### config.mk
export PLATFORM = sky130hd
export DESIGN_NAME = path_command_encoder
export DESIGN_NICKNAME = d
export VERILOG_FILES = /design/src/rtl/pce_pkg.sv /design/src/rtl/pce_core.sv /design/src/rtl/pce_serializer.sv /design/src/rtl/path_command_encoder.sv
export SDC_FILE = /design/constraint.sdc
export NUM_CORES = 2
export LEC_CHECK = 0
export ABC_AREA = 1
export BUFFER_PORTS_ARGS = -buffer_cell sky130_fd_sc_hd__buf_2
export CAP_MARGIN = 0
export CORE_MARGIN = 2
export CORE_UTILIZATION = 40
export DETAILED_ROUTE_END_ITERATION = 6
export PLACE_DENSITY = 0.61
export SYNTH_ARGS = -nofsm -noshare
export SYNTH_HDL_FRONTEND = slang
export SYNTH_SLANG_ARGS = --single-unit
### constraint.sdc
create_clock -name clk -period 30.2 [get_ports clk]
set_clock_uncertainty 0.05 [all_clocks]
set_input_delay 6.04 -clock clk [delete_from_list [all_inputs] [get_ports clk]]
set_output_delay 6.04 -clock clk [all_outputs]
set_load 0.01 [all_outputs]
### src/rtl/pce_pkg.sv
// ----------------------------------------------------------------------------
// pce_pkg
// Types, codes and helper functions shared by the path command encoder.
// ----------------------------------------------------------------------------
package pce_pkg;

    localparam int COORD_W     = 32;
    localparam int WORD_W      = 32;
    localparam int CNT_FIELD_W = 28;
    localparam int COUNT_BITS  = 28;
    localparam int MAX_RESULTS = 4;
    localparam int SLOT_IDX_W  = $clog2(MAX_RESULTS);
    localparam int NUM_W       = $clog2(MAX_RESULTS + 1);

    localparam logic [COUNT_BITS-1:0] CNT_MAX = '1;

    typedef enum logic [2:0] {
        CMD_MOVE   = 3'd0,
        CMD_LINE   = 3'd1,
        CMD_BEZIER = 3'd2,
        CMD_CLOSE  = 3'd3,
        CMD_REPORT = 3'd4,
        CMD_CLEAR  = 3'd5
    } cmd_op_t;

    typedef enum logic [1:0] {
        SEG_NONE   = 2'd0,
        SEG_LINE   = 2'd1,
        SEG_BEZIER = 2'd2
    } seg_t;

    typedef enum logic [1:0] {
        KIND_WORD      = 2'd0,
        KIND_POINT     = 2'd1,
        KIND_OVERWRITE = 2'd2,
        KIND_REPORT    = 2'd3
    } kind_t;

    typedef logic signed [COORD_W-1:0] coord_t;

    // Command transfer
    typedef struct packed {
        logic [2:0] op;
        coord_t     x0;
        coord_t     y0;
        coord_t     x1;
        coord_t     y1;
        coord_t     x2;
        coord_t     y2;
    } cmd_t;

    // Result transfer
    typedef struct packed {
        kind_t             kind;
        logic [WORD_W-1:0] op_word;
        coord_t            px;
        coord_t            py;
        coord_t            box_left;
        coord_t            box_top;
        coord_t            box_right;
        coord_t            box_bottom;
        logic              box_valid;
        logic              last;
    } res_t;

    // Op word under construction
    typedef struct packed {
        logic                  mv;
        logic                  cl;
        seg_t                  seg_type;
        logic [COUNT_BITS-1:0] count;
    } open_t;

    typedef struct packed {
        logic   valid;
        coord_t min_x;
        coord_t min_y;
        coord_t max_x;
        coord_t max_y;
    } box_t;

    typedef struct packed {
        logic   valid;
        coord_t x;
        coord_t y;
    } pend_t;

    // One result of an item, without the box
    typedef struct packed {
        kind_t             kind;
        logic [WORD_W-1:0] op_word;
        coord_t            px;
        coord_t            py;
    } slot_t;

    // All results of one item
    typedef struct packed {
        logic [NUM_W-1:0]              num;
        slot_t [MAX_RESULTS-1:0]       slots;
        box_t                          box;
    } batch_t;

    function automatic logic [WORD_W-1:0] open_word(input open_t o);
        return {o.mv, o.cl, o.seg_type, CNT_FIELD_W'(o.count)};
    endfunction

    function automatic box_t point_box(input logic valid, input coord_t x, input coord_t y);
        box_t b;
        b = '0;
        if (valid)
        begin
            b.valid = 1'b1;
            b.min_x = x;
            b.max_x = x;
            b.min_y = y;
            b.max_y = y;
        end
        return b;
    endfunction

    function automatic box_t box_merge(input box_t a, input box_t b);
        box_t r;
        if (!a.valid)
        begin
            r = b;
        end
        else if (!b.valid)
        begin
            r = a;
        end
        else
        begin
            r.valid = 1'b1;
            r.min_x = ($signed(b.min_x) < $signed(a.min_x)) ? b.min_x : a.min_x;
            r.min_y = ($signed(b.min_y) < $signed(a.min_y)) ? b.min_y : a.min_y;
            r.max_x = ($signed(a.max_x) < $signed(b.max_x)) ? b.max_x : a.max_x;
            r.max_y = ($signed(a.max_y) < $signed(b.max_y)) ? b.max_y : a.max_y;
        end
        return r;
    endfunction

endpackage

### src/rtl/pce_core.sv
// ----------------------------------------------------------------------------
// pce_core
// Path state (open op word, bounding box, pending move point) and the
// single-pass logic that turns one command into its batch of results.
// ----------------------------------------------------------------------------
module pce_core (
    input  logic            clk,
    input  logic            rst_n,
    input  logic            take,
    input  pce_pkg::cmd_t   item,
    output pce_pkg::batch_t batch
);

    pce_pkg::open_t open_reg, open_next, seg_base;
    pce_pkg::box_t  box_reg, box_next;
    pce_pkg::pend_t pend_reg, pend_next;

    pce_pkg::box_t  pend_box, rep_box, p0_box, p1_box, p2_box, seg_box;
    pce_pkg::slot_t word_slot, pt0_slot, pt1_slot, pt2_slot;
    pce_pkg::seg_t  seg_sel;
    logic           is_bez;
    logic [1:0]     npts;
    logic           seg_flush;

    // Decode segment flavour
    assign is_bez  = (item.op == pce_pkg::CMD_BEZIER);
    assign seg_sel = is_bez ? pce_pkg::SEG_BEZIER : pce_pkg::SEG_LINE;
    assign npts    = is_bez ? 2'd3 : 2'd1;

    // Close the open run on a type change or a count that would overflow
    assign seg_flush =
        ((open_reg.seg_type != pce_pkg::SEG_NONE) && (open_reg.seg_type != seg_sel))
        || ((open_reg.seg_type == seg_sel)
            && (open_reg.count > (pce_pkg::CNT_MAX - pce_pkg::COUNT_BITS'(npts))));

    // Bounding box tree: committed box, pending move, then new points
    assign pend_box = pce_pkg::point_box(pend_reg.valid, pend_reg.x, pend_reg.y);
    assign rep_box  = pce_pkg::box_merge(box_reg, pend_box);
    assign p0_box   = pce_pkg::point_box(1'b1, item.x0, item.y0);
    assign p1_box   = pce_pkg::point_box(is_bez, item.x1, item.y1);
    assign p2_box   = pce_pkg::point_box(is_bez, item.x2, item.y2);
    assign seg_box  = pce_pkg::box_merge(
                          pce_pkg::box_merge(rep_box, pce_pkg::box_merge(p0_box, p1_box)),
                          p2_box);

    // Result slot templates
    assign word_slot = '{kind: pce_pkg::KIND_WORD, op_word: pce_pkg::open_word(open_reg),
                         px: '0, py: '0};
    assign pt0_slot  = '{kind: pce_pkg::KIND_POINT, op_word: '0, px: item.x0, py: item.y0};
    assign pt1_slot  = '{kind: pce_pkg::KIND_POINT, op_word: '0, px: item.x1, py: item.y1};
    assign pt2_slot  = '{kind: pce_pkg::KIND_POINT, op_word: '0, px: item.x2, py: item.y2};
    assign seg_base  = seg_flush ? '0 : open_reg;

    // Build the batch and next state for this command
    always_comb
    begin
        open_next = open_reg;
        box_next  = box_reg;
        pend_next = pend_reg;
        batch     = '0;
        unique case (pce_pkg::cmd_op_t'(item.op)) inside
            pce_pkg::CMD_MOVE:
            begin
                if (open_reg.seg_type != pce_pkg::SEG_NONE)
                begin
                    batch.slots[0] = word_slot;
                    batch.slots[1] = pt0_slot;
                    batch.num      = pce_pkg::NUM_W'(2);
                    open_next      = '0;
                    open_next.mv   = 1'b1;
                end
                else if (open_reg.mv)
                begin
                    batch.slots[0]      = pt0_slot;
                    batch.slots[0].kind = pce_pkg::KIND_OVERWRITE;
                    batch.num           = pce_pkg::NUM_W'(1);
                end
                else
                begin
                    batch.slots[0] = pt0_slot;
                    batch.num      = pce_pkg::NUM_W'(1);
                    open_next.mv   = 1'b1;
                end
                pend_next = '{valid: 1'b1, x: item.x0, y: item.y0};
            end
            pce_pkg::CMD_LINE, pce_pkg::CMD_BEZIER:
            begin
                if (seg_flush)
                begin
                    batch.slots[0] = word_slot;
                    batch.slots[1] = pt0_slot;
                    batch.slots[2] = pt1_slot;
                    batch.slots[3] = pt2_slot;
                    batch.num      = pce_pkg::NUM_W'(npts) + pce_pkg::NUM_W'(1);
                end
                else
                begin
                    batch.slots[0] = pt0_slot;
                    batch.slots[1] = pt1_slot;
                    batch.slots[2] = pt2_slot;
                    batch.num      = pce_pkg::NUM_W'(npts);
                end
                open_next.mv       = seg_base.mv;
                open_next.cl       = seg_base.cl;
                open_next.seg_type = seg_sel;
                open_next.count    = seg_base.count + pce_pkg::COUNT_BITS'(npts);
                box_next           = seg_box;
                pend_next.valid    = 1'b0;
            end
            pce_pkg::CMD_CLOSE:
            begin
                if (open_reg.seg_type != pce_pkg::SEG_NONE)
                begin
                    batch.slots[0] = word_slot;
                    batch.num      = pce_pkg::NUM_W'(1);
                    open_next      = '0;
                    open_next.cl   = 1'b1;
                end
            end
            pce_pkg::CMD_REPORT:
            begin
                batch.slots[0]      = word_slot;
                batch.slots[0].kind = pce_pkg::KIND_REPORT;
                batch.num           = pce_pkg::NUM_W'(1);
                batch.box           = rep_box;
            end
            pce_pkg::CMD_CLEAR:
            begin
                open_next = '0;
                box_next  = '0;
                pend_next = '0;
            end
            default:
            begin
                // unused codes: drop the command
            end
        endcase
    end

    // Update path state on each transfer into the core
    always_ff @(posedge clk or negedge rst_n)
    begin
        if (!rst_n)
        begin
            open_reg <= '0;
            box_reg  <= '0;
            pend_reg <= '0;
        end
        else if (take)
        begin
            open_reg <= open_next;
            box_reg  <= box_next;
            pend_reg <= pend_next;
        end
    end

    // An open op with no segment type carries no count
    a_idle_count: assert property (@(posedge clk) disable iff (!rst_n)
        (open_reg.seg_type == pce_pkg::SEG_NONE) |-> (open_reg.count == '0))
        else $error("open op has a count but no segment type");

    // A pending move point only exists while a bare move is open
    a_pend_move: assert property (@(posedge clk) disable iff (!rst_n)
        pend_reg.valid |-> (open_reg.mv && (open_reg.seg_type == pce_pkg::SEG_NONE)))
        else $error("pending point without an open bare move");

endmodule

### src/rtl/pce_serializer.sv
// ----------------------------------------------------------------------------
// pce_serializer
// Holds the result batch of one command and hands its results out one per
// transfer, marking the final one.
// ----------------------------------------------------------------------------
module pce_serializer (
    input  logic            clk,
    input  logic            rst_n,
    input  logic            load,
    input  pce_pkg::batch_t batch_in,
    output logic            ready,
    output logic            res_valid,
    input  logic            res_stall,
    output pce_pkg::res_t   res
);

    logic                            busy_reg, busy_next;
    logic [pce_pkg::SLOT_IDX_W-1:0]  idx_reg, idx_next;
    logic [pce_pkg::NUM_W-1:0]       num_reg;
    pce_pkg::slot_t [pce_pkg::MAX_RESULTS-1:0] slots_reg;
    pce_pkg::box_t                   box_reg;
    pce_pkg::slot_t                  sel;
    logic                            take;
    logic                            at_last;

    assign take    = busy_reg && !res_stall;
    assign at_last = ((pce_pkg::NUM_W'(idx_reg) + pce_pkg::NUM_W'(1)) == num_reg);
    assign ready   = !busy_reg || (take && at_last);

    // Advance through the batch, reload when the last result leaves
    always_comb
    begin
        busy_next = busy_reg;
        idx_next  = idx_reg;
        if (load && (batch_in.num != '0))
        begin
            busy_next = 1'b1;
            idx_next  = '0;
        end
        else if (ready)
        begin
            busy_next = 1'b0;
        end
        else if (take)
        begin
            idx_next = idx_reg + pce_pkg::SLOT_IDX_W'(1);
        end
    end

    always_ff @(posedge clk or negedge rst_n)
    begin
        if (!rst_n)
        begin
            busy_reg <= 1'b0;
            idx_reg  <= '0;
        end
        else
        begin
            busy_reg <= busy_next;
            idx_reg  <= idx_next;
        end
    end

    // Capture the batch payload
    always_ff @(posedge clk)
    begin
        if (load)
        begin
            num_reg   <= batch_in.num;
            slots_reg <= batch_in.slots;
            box_reg   <= batch_in.box;
        end
    end

    // Drive the current result
    assign sel       = slots_reg[idx_reg];
    assign res_valid = busy_reg;

    always_comb
    begin
        res            = '0;
        res.kind       = sel.kind;
        res.op_word    = sel.op_word;
        res.px         = sel.px;
        res.py         = sel.py;
        res.last       = at_last;
        res.box_valid  = box_reg.valid;
        if (box_reg.valid)
        begin
            res.box_left   = box_reg.min_x;
            res.box_top    = box_reg.min_y;
            res.box_right  = box_reg.max_x;
            res.box_bottom = box_reg.max_y;
        end
    end

    // A held batch has between one and four results
    a_num_range: assert property (@(posedge clk) disable iff (!rst_n)
        busy_reg |-> ((num_reg != '0) && (num_reg <= pce_pkg::NUM_W'(pce_pkg::MAX_RESULTS))))
        else $error("batch result count out of range");

    // The read index stays inside the batch
    a_idx_range: assert property (@(posedge clk) disable iff (!rst_n)
        busy_reg |-> (pce_pkg::NUM_W'(idx_reg) < num_reg))
        else $error("result index past end of batch");

    // A stalled result keeps its place in the batch
    a_stall_hold: assert property (@(posedge clk) disable iff (!rst_n)
        (busy_reg && res_stall) |=> (busy_reg && $stable(idx_reg)))
        else $error("batch moved on while output stalled");

endmodule

### src/rtl/path_command_encoder.sv
// ----------------------------------------------------------------------------
// path_command_encoder
// Packs vector path commands into op words and points, keeping a bounding box.
//
// Usage:
//   cmd channel (cmd_valid / cmd_stall / cmd) carries one path command per
//   transfer: move, line, cubic bezier, close, report or clear.
//   res channel (res_valid / res_stall / res) carries the results of each
//   command in order, one per transfer, with res.last on the final one.
//   A command that causes no result (clear, close with no open run, an
//   unused code) leaves nothing on res; of these only clear changes state.
// Flow: a command is held in the input register until the serializer is
//   free, then its batch is registered in the serializer.
// Throughput: one result per cycle out of the serializer while res_stall
//   is low; a new batch loads as the last result of the previous leaves.
//   A command has one result for most commands, two for a move after a
//   run, up to four for a bezier that closes the open run.
// Reset: rst_n clears the open op word, the box and the pending move point;
//   no results are held afterwards.
// Stall: while res_stall is high the current result holds; one further
//   command waits in the input register and cmd_stall rises behind it.
// ----------------------------------------------------------------------------
module path_command_encoder (
    input  logic          clk,
    input  logic          rst_n,
    input  logic          cmd_valid,
    output logic          cmd_stall,
    input  pce_pkg::cmd_t cmd,
    output logic          res_valid,
    input  logic          res_stall,
    output pce_pkg::res_t res
);

    logic            item_valid_reg;
    pce_pkg::cmd_t   item_reg;
    logic            ser_ready;
    logic            core_take;
    pce_pkg::batch_t batch;

    assign core_take = item_valid_reg && ser_ready;
    assign cmd_stall = item_valid_reg && !ser_ready;

    // Input register: take a command whenever the held one moves on
    always_ff @(posedge clk or negedge rst_n)
    begin
        if (!rst_n)
        begin
            item_valid_reg <= 1'b0;
        end
        else if (!cmd_stall)
        begin
            item_valid_reg <= cmd_valid;
        end
    end

    always_ff @(posedge clk)
    begin
        if (cmd_valid && !cmd_stall)
        begin
            item_reg <= cmd;
        end
    end

    pce_core u_core (
        .clk   (clk),
        .rst_n (rst_n),
        .take  (core_take),
        .item  (item_reg),
        .batch (batch)
    );

    pce_serializer u_serializer (
        .clk       (clk),
        .rst_n     (rst_n),
        .load      (core_take),
        .batch_in  (batch),
        .ready     (ser_ready),
        .res_valid (res_valid),
        .res_stall (res_stall),
        .res       (res)
    );

endmodule
* Yosys cells after proc, flatten, opt, wreduce, memory -nomap -nowiden *
Cells that the tools add are included.

word-level totals
  bits in registers = 949
  input bits = 199
  output and inout port bits = 230

operators by class
  add/subtract/negate cells = 5
  order comparisons = 18
  equal/unequal tests = 12
  multiplexer cells = 55
  reduce and logical (&&, ||, !) cells = 33

operators by type and width
  operator                                                                  count
  129-bit two-way mux                                                       6
  128-bit two-way mux                                                       5
  32-bit two-way mux                                                        18
  32-bit less-than comparator                                               16
  98-bit one-hot mux with 4 select lines                                    1
  98-bit two-way mux                                                        3
  260-bit two-way mux                                                       1
  129-bit one-hot mux with 2 select lines                                   1
  98-bit binary-select mux with 2-bit select                                1
  98-bit one-hot mux with 2 select lines                                    1
  97-bit two-way mux                                                        2
  32-bit one-hot mux with 4 select lines                                    1
  64-bit one-hot mux with 2 select lines                                    1
  96-bit two-way mux                                                        1
  31-bit two-way mux                                                        1
  28-bit by 2-bit adder with 28-bit output                                  1
  28-bit greater-than comparator                                            1
  2-bit two-way mux                                                         6
  3-bit one-hot mux with 4 select lines                                     1
  2-bit nonzero test                                                        6
  2-bit AND reduction                                                       5
  1-bit logical AND                                                         8
  2-bit by 1-bit inequality test with 1-bit output (second input constant)  4
  4-bit AND reduction                                                       2
  21 further kinds                                                          30

* Depth between registers and ports, before layout *
  depth after elaboration = 14
  gate-level depth with buffers = 57
  mapped depth without buffers = 51

* Cells and area by module *
A second synthesis with hierarchy kept.

unflattened totals
  cells, all modules = 6920
  area total of the unflattened synthesis = 58138.3 um^2

modules (own cells, without submodules)
  module                instances  cells each  area an instance (um^2)  seq. area each (um^2)
  pce_core              1          5334        32483.7                  5655.4
  pce_serializer        1          1382        19733.9                  15810.2
  path_command_encoder  1          204         5920.7                   5880.6

* Worst setup path after synthesis *
No wires, ideal clock.

  path type = input -> register
  start = input res_stall
  end = register u_core.box_reg[0] (netlist name)
  library setup time = 0.066 ns
  arrival = 28.024 ns
  slack = 2.060 ns
  cell stages on the path = 11
  cell sequence = inv_1 -> nand2_1 -> nand2_1 -> inv_1 -> nor2_1 -> o21ai_1 -> nor2_1 -> clkbuf_1 -> clkbuf_1 -> nand3_1 -> nand2_1

on the way
  cells in the longest elaborated chain, start to end = 6

ends and longest elaborated chain
  what                                  line                        source
  from (decl)                           path_command_encoder.sv:30  input logic res_stall,
  1-bit zero test                       pce_serializer.sv:26        assign take = busy_reg && !res_stall;
  1-bit logical AND                     pce_serializer.sv:26
  1-bit logical AND                     pce_serializer.sv:28        assign ready = !busy_reg || (take && at_last);
  1-bit logical OR                      pce_serializer.sv:28
  1-bit logical AND                     path_command_encoder.sv:40  assign core_take = item_valid_reg && ser_ready;
  via core_take                         path_command_encoder.sv:37  logic core_take;
  2-bit AND reduction (no source line)  -
  to (signal assigned)                  pce_core.sv:152             box_reg <= box_next;
  to (decl)                             pce_core.sv:15              pce_pkg::box_t box_reg, box_next;

The timed path passes the listed nets, and every way through them passes these cells.
A chain may end at the register's enable or synchronous reset.

* Final worst setup path *
  start = input res_stall
  end = output cmd_stall

on the way
  cells in the longest elaborated chain, start to end = 6

ends and longest elaborated chain
  what               line                        source
  1-bit zero test    pce_serializer.sv:26
  1-bit logical AND  pce_serializer.sv:26
  1-bit logical AND  pce_serializer.sv:28
  1-bit logical OR   pce_serializer.sv:28
  1-bit zero test    path_command_encoder.sv:41  assign cmd_stall = item_valid_reg && !ser_ready;
  1-bit logical AND  path_command_encoder.sv:41
  to (decl)          path_command_encoder.sv:27  output logic cmd_stall,

Every way passes these cells.

==> impl_metrics.toml <==
[clocking]
post-cts-setup-buffer-count = 0
cts_resized = 0
htree_levels = 3
hold_buffers = 0
cts_tree = "done"
ctsRootBufferMaster = "clkbuf_16"
clkLatencyLatePin_ps = 770
clkTransAtPathRegs_ps = 60
clockBufferDepth = 3
cts.sinks = 850
cts_made_buffers = 101

[pwr]
pwr-share-comb = 0.539
ir_worst_vdd_v = 0.0000793
p_int_w = 0.00368
netSwitchingFraction = 0.492
p_leak_nw = 29.1
p_switching_w = 0.00357
p_seq_frac = 0.278
cellPowerDensity_nw_per_um2 = 118
power.share.clock = 0.183

[timing]
period_needed_ps = 12680
maxSlewHeadroom = 0.0868
fin_tns_setup_ps = 0
tightestPinTransition_ps = 1370
hold_viol_final = 0
slew_viol_final = 0
max_freq_mhz = 78.8
rsz0062_at_grt = "no"
setup_viol = 0
min_period_over_period = 0.420

[grt]
grt_first_pass_wirelength_um = 283000
track_usage = 0.270
gr-usage-met3 = 0.0402
met1_usage = 0.398
grt_antenna_before_repair = 7
first_global_vias = 45800
grt_max_degree = 154
met2_usage = 0.408
gr-total-overflow = 0
grt.busiest_layer = "met2"

[worst_setup_path]
crit_path_start_kind = "primary input"
critPathRequiredTime_ps = 24110
cp_max_fo = 4
worstPathArrival_ps = 6590
criticalPathCategory = "in -> out"
endpoint_kind = "output port"

[drt]
ant_nets = 0
drc_errors = 0
dr.first_iter.drc_count = 5423
firstDrtPassIters = 7
wl_per_cell_um = 21.6
drt-vias-per-instance = 5.51
vias = 48600
wl_um = 190000

[synth]
synth_cell_type_count = 51
synthesis.area_um2 = 54100
synth_seq_area_share = 0.450
synthArstFlopShare = 0.271
synthCells = 6720
synth-seq-cells = 850
postSynthAreaPerCell_um2 = 8.05
synth_area_leaders = "edfxtp_1 34%, ha_1 11%, dfrtp_1 11%, nand2_1 11%, inv_1 6.9%"
netlist.area_leader.share = 0.344
yosysWarnings = 0
synth_top_area_cell = "edfxtp_1"
syn-num-nets = 7410
synth_edf_count = 620
ys.flop_type = "edfxtp_1"

[run_status]
status = "finished, final reports clean"

[floorplanning]
core_area_um2 = 134000
io_pins = 429
initial_core_util = 0.404
die_w_um = 372
die-height_um = 372
num_rows = 134
die_area_um2 = 138000

[place]
dp_hpwl_um = 132000
gp_congestion = 0.943
placedCellCount = 8629
numPortBuffers = 428

[hold_path]
min_path_type = "reg -> reg"

[cells_and_area]
fin_util = 0.458
areaGrowthSynthToFinish_pct = 13.2
drive_gt1_frac = 0.0998
multi_input_area_um2 = 24700
register_area_um2 = 24400
largest_reg_flops = 293
fin_cells = 8823
num-fill-cells = 13300
finalNetCount = 7654

[job]
cap_violations = 0
cell usage after synthesis (all sizes together) (13+ instances only):
| library cell | instances |
|---|---|
| o21ai | 588 |
| dfrtp | 230 |
| inv | 998 |
| o22ai | 212 |
| nor3 | 27 |
| nand3 | 284 |
| nor2 | 687 |
| nor4 | 13 |
| o211ai | 63 |
| clkbuf | 287 |
| a211oi | 27 |
| edfxtp | 620 |
| ha | 490 |
| nand4 | 183 |
| buf | 59 |
| nand2 | 1538 |
| a21oi | 339 |
layout make-up:
class	instances	area share
antenna	2	0.0000817
inverter	1003	0.0619
sequential	850	0.398
clock buffer	124	0.0433
tap	1768	0.0361
multi-input combinational	4521	0.403
timing repair buffer	487	0.0430
clock inverter	68	0.0147
placed cells by master (no fill, tap or decap), types with 20 or more instances in the layout:
cell type,n
dfrtp_1,226
clkbuf_1,20
o21ai_0,586
a21oi_1,338
nand4_1,183
inv_1,984
clkbuf_16,102
edfxtp_1,620
nor3_1,27
o211ai_1,63
a211oi_1,27
buf_4,56
o22ai_1,212
nor2_1,682
nand2_1,1532
buf_2,427
nand3_1,266
ha_1,490
worst paths after layout:
check                                    from             endpoint  slack, ps  cells past startpoint
setup / recovery                    res_stall            cmd_stall      17520                      6
hold / removal             u_core.box_reg[79]   u_core.box_reg[79]        430                      2
setup reg to reg                item_reg[194]  u_core.box_reg[124]      17840                     40
hold reg to reg            u_core.box_reg[79]   u_core.box_reg[79]        430                      2
max in group asynchronous               rst_n   u_core.box_reg[22]      23410                      2
min in group asynchronous               rst_n       item_valid_reg       5260                      1
metal layers:
layer  up-vias  wire length [um]
met3       273             15100
met4         4              5600
met2      2091             82400
li1      23000                 -
met1     23300             87400
met5         -                30
worst max-delay path, cell delays in order:
cell and delay, ps:
buf_2 90, inv_1 50, nand2_1 60, nand2_1 80, nor2_1 120, buf_2 150
power by group through the flow:
stage,logic (W),registers (W),clock network [W]
6_report,0.00391,0.00202,0.00133
3_3_place_gp,0.00378,0.00203,0
4_1_cts,0.00385,0.00201,0.00135
3_5_place_dp,0.00383,0.00203,0
2_1_floorplan,0.00254,0.00212,0
5_1_grt,0.00433,0.00205,0.00139
metrics by stage:
step / hold WS (ps) / setup slack (ps) / power (W) / area (um^2)
CTS: 430 / 17510 / 0.00722 / 61200
floorplan: 399 / 2060 / 0.00466 / 54100
finish: 429 / 17520 / 0.00725 / 61200
global route: 443 / 17430 / 0.00778 / 61200
detailed placement: 416 / 17520 / 0.00586 / 57700
global placement: 413 / 17500 / 0.00580 / 57700
kinds of logic after synthesis:
kind of cell / share of synthesized area
xor gates and xnor gates: 0.00113
DFF: 0.450
AOI/OAI and AO/OA: 0.129
buffers and inverters: 0.0949
adders and majority gates: 0.114
and+or+nand+nor: 0.211
No activity file was read; power rests on OpenSTA's default activity.
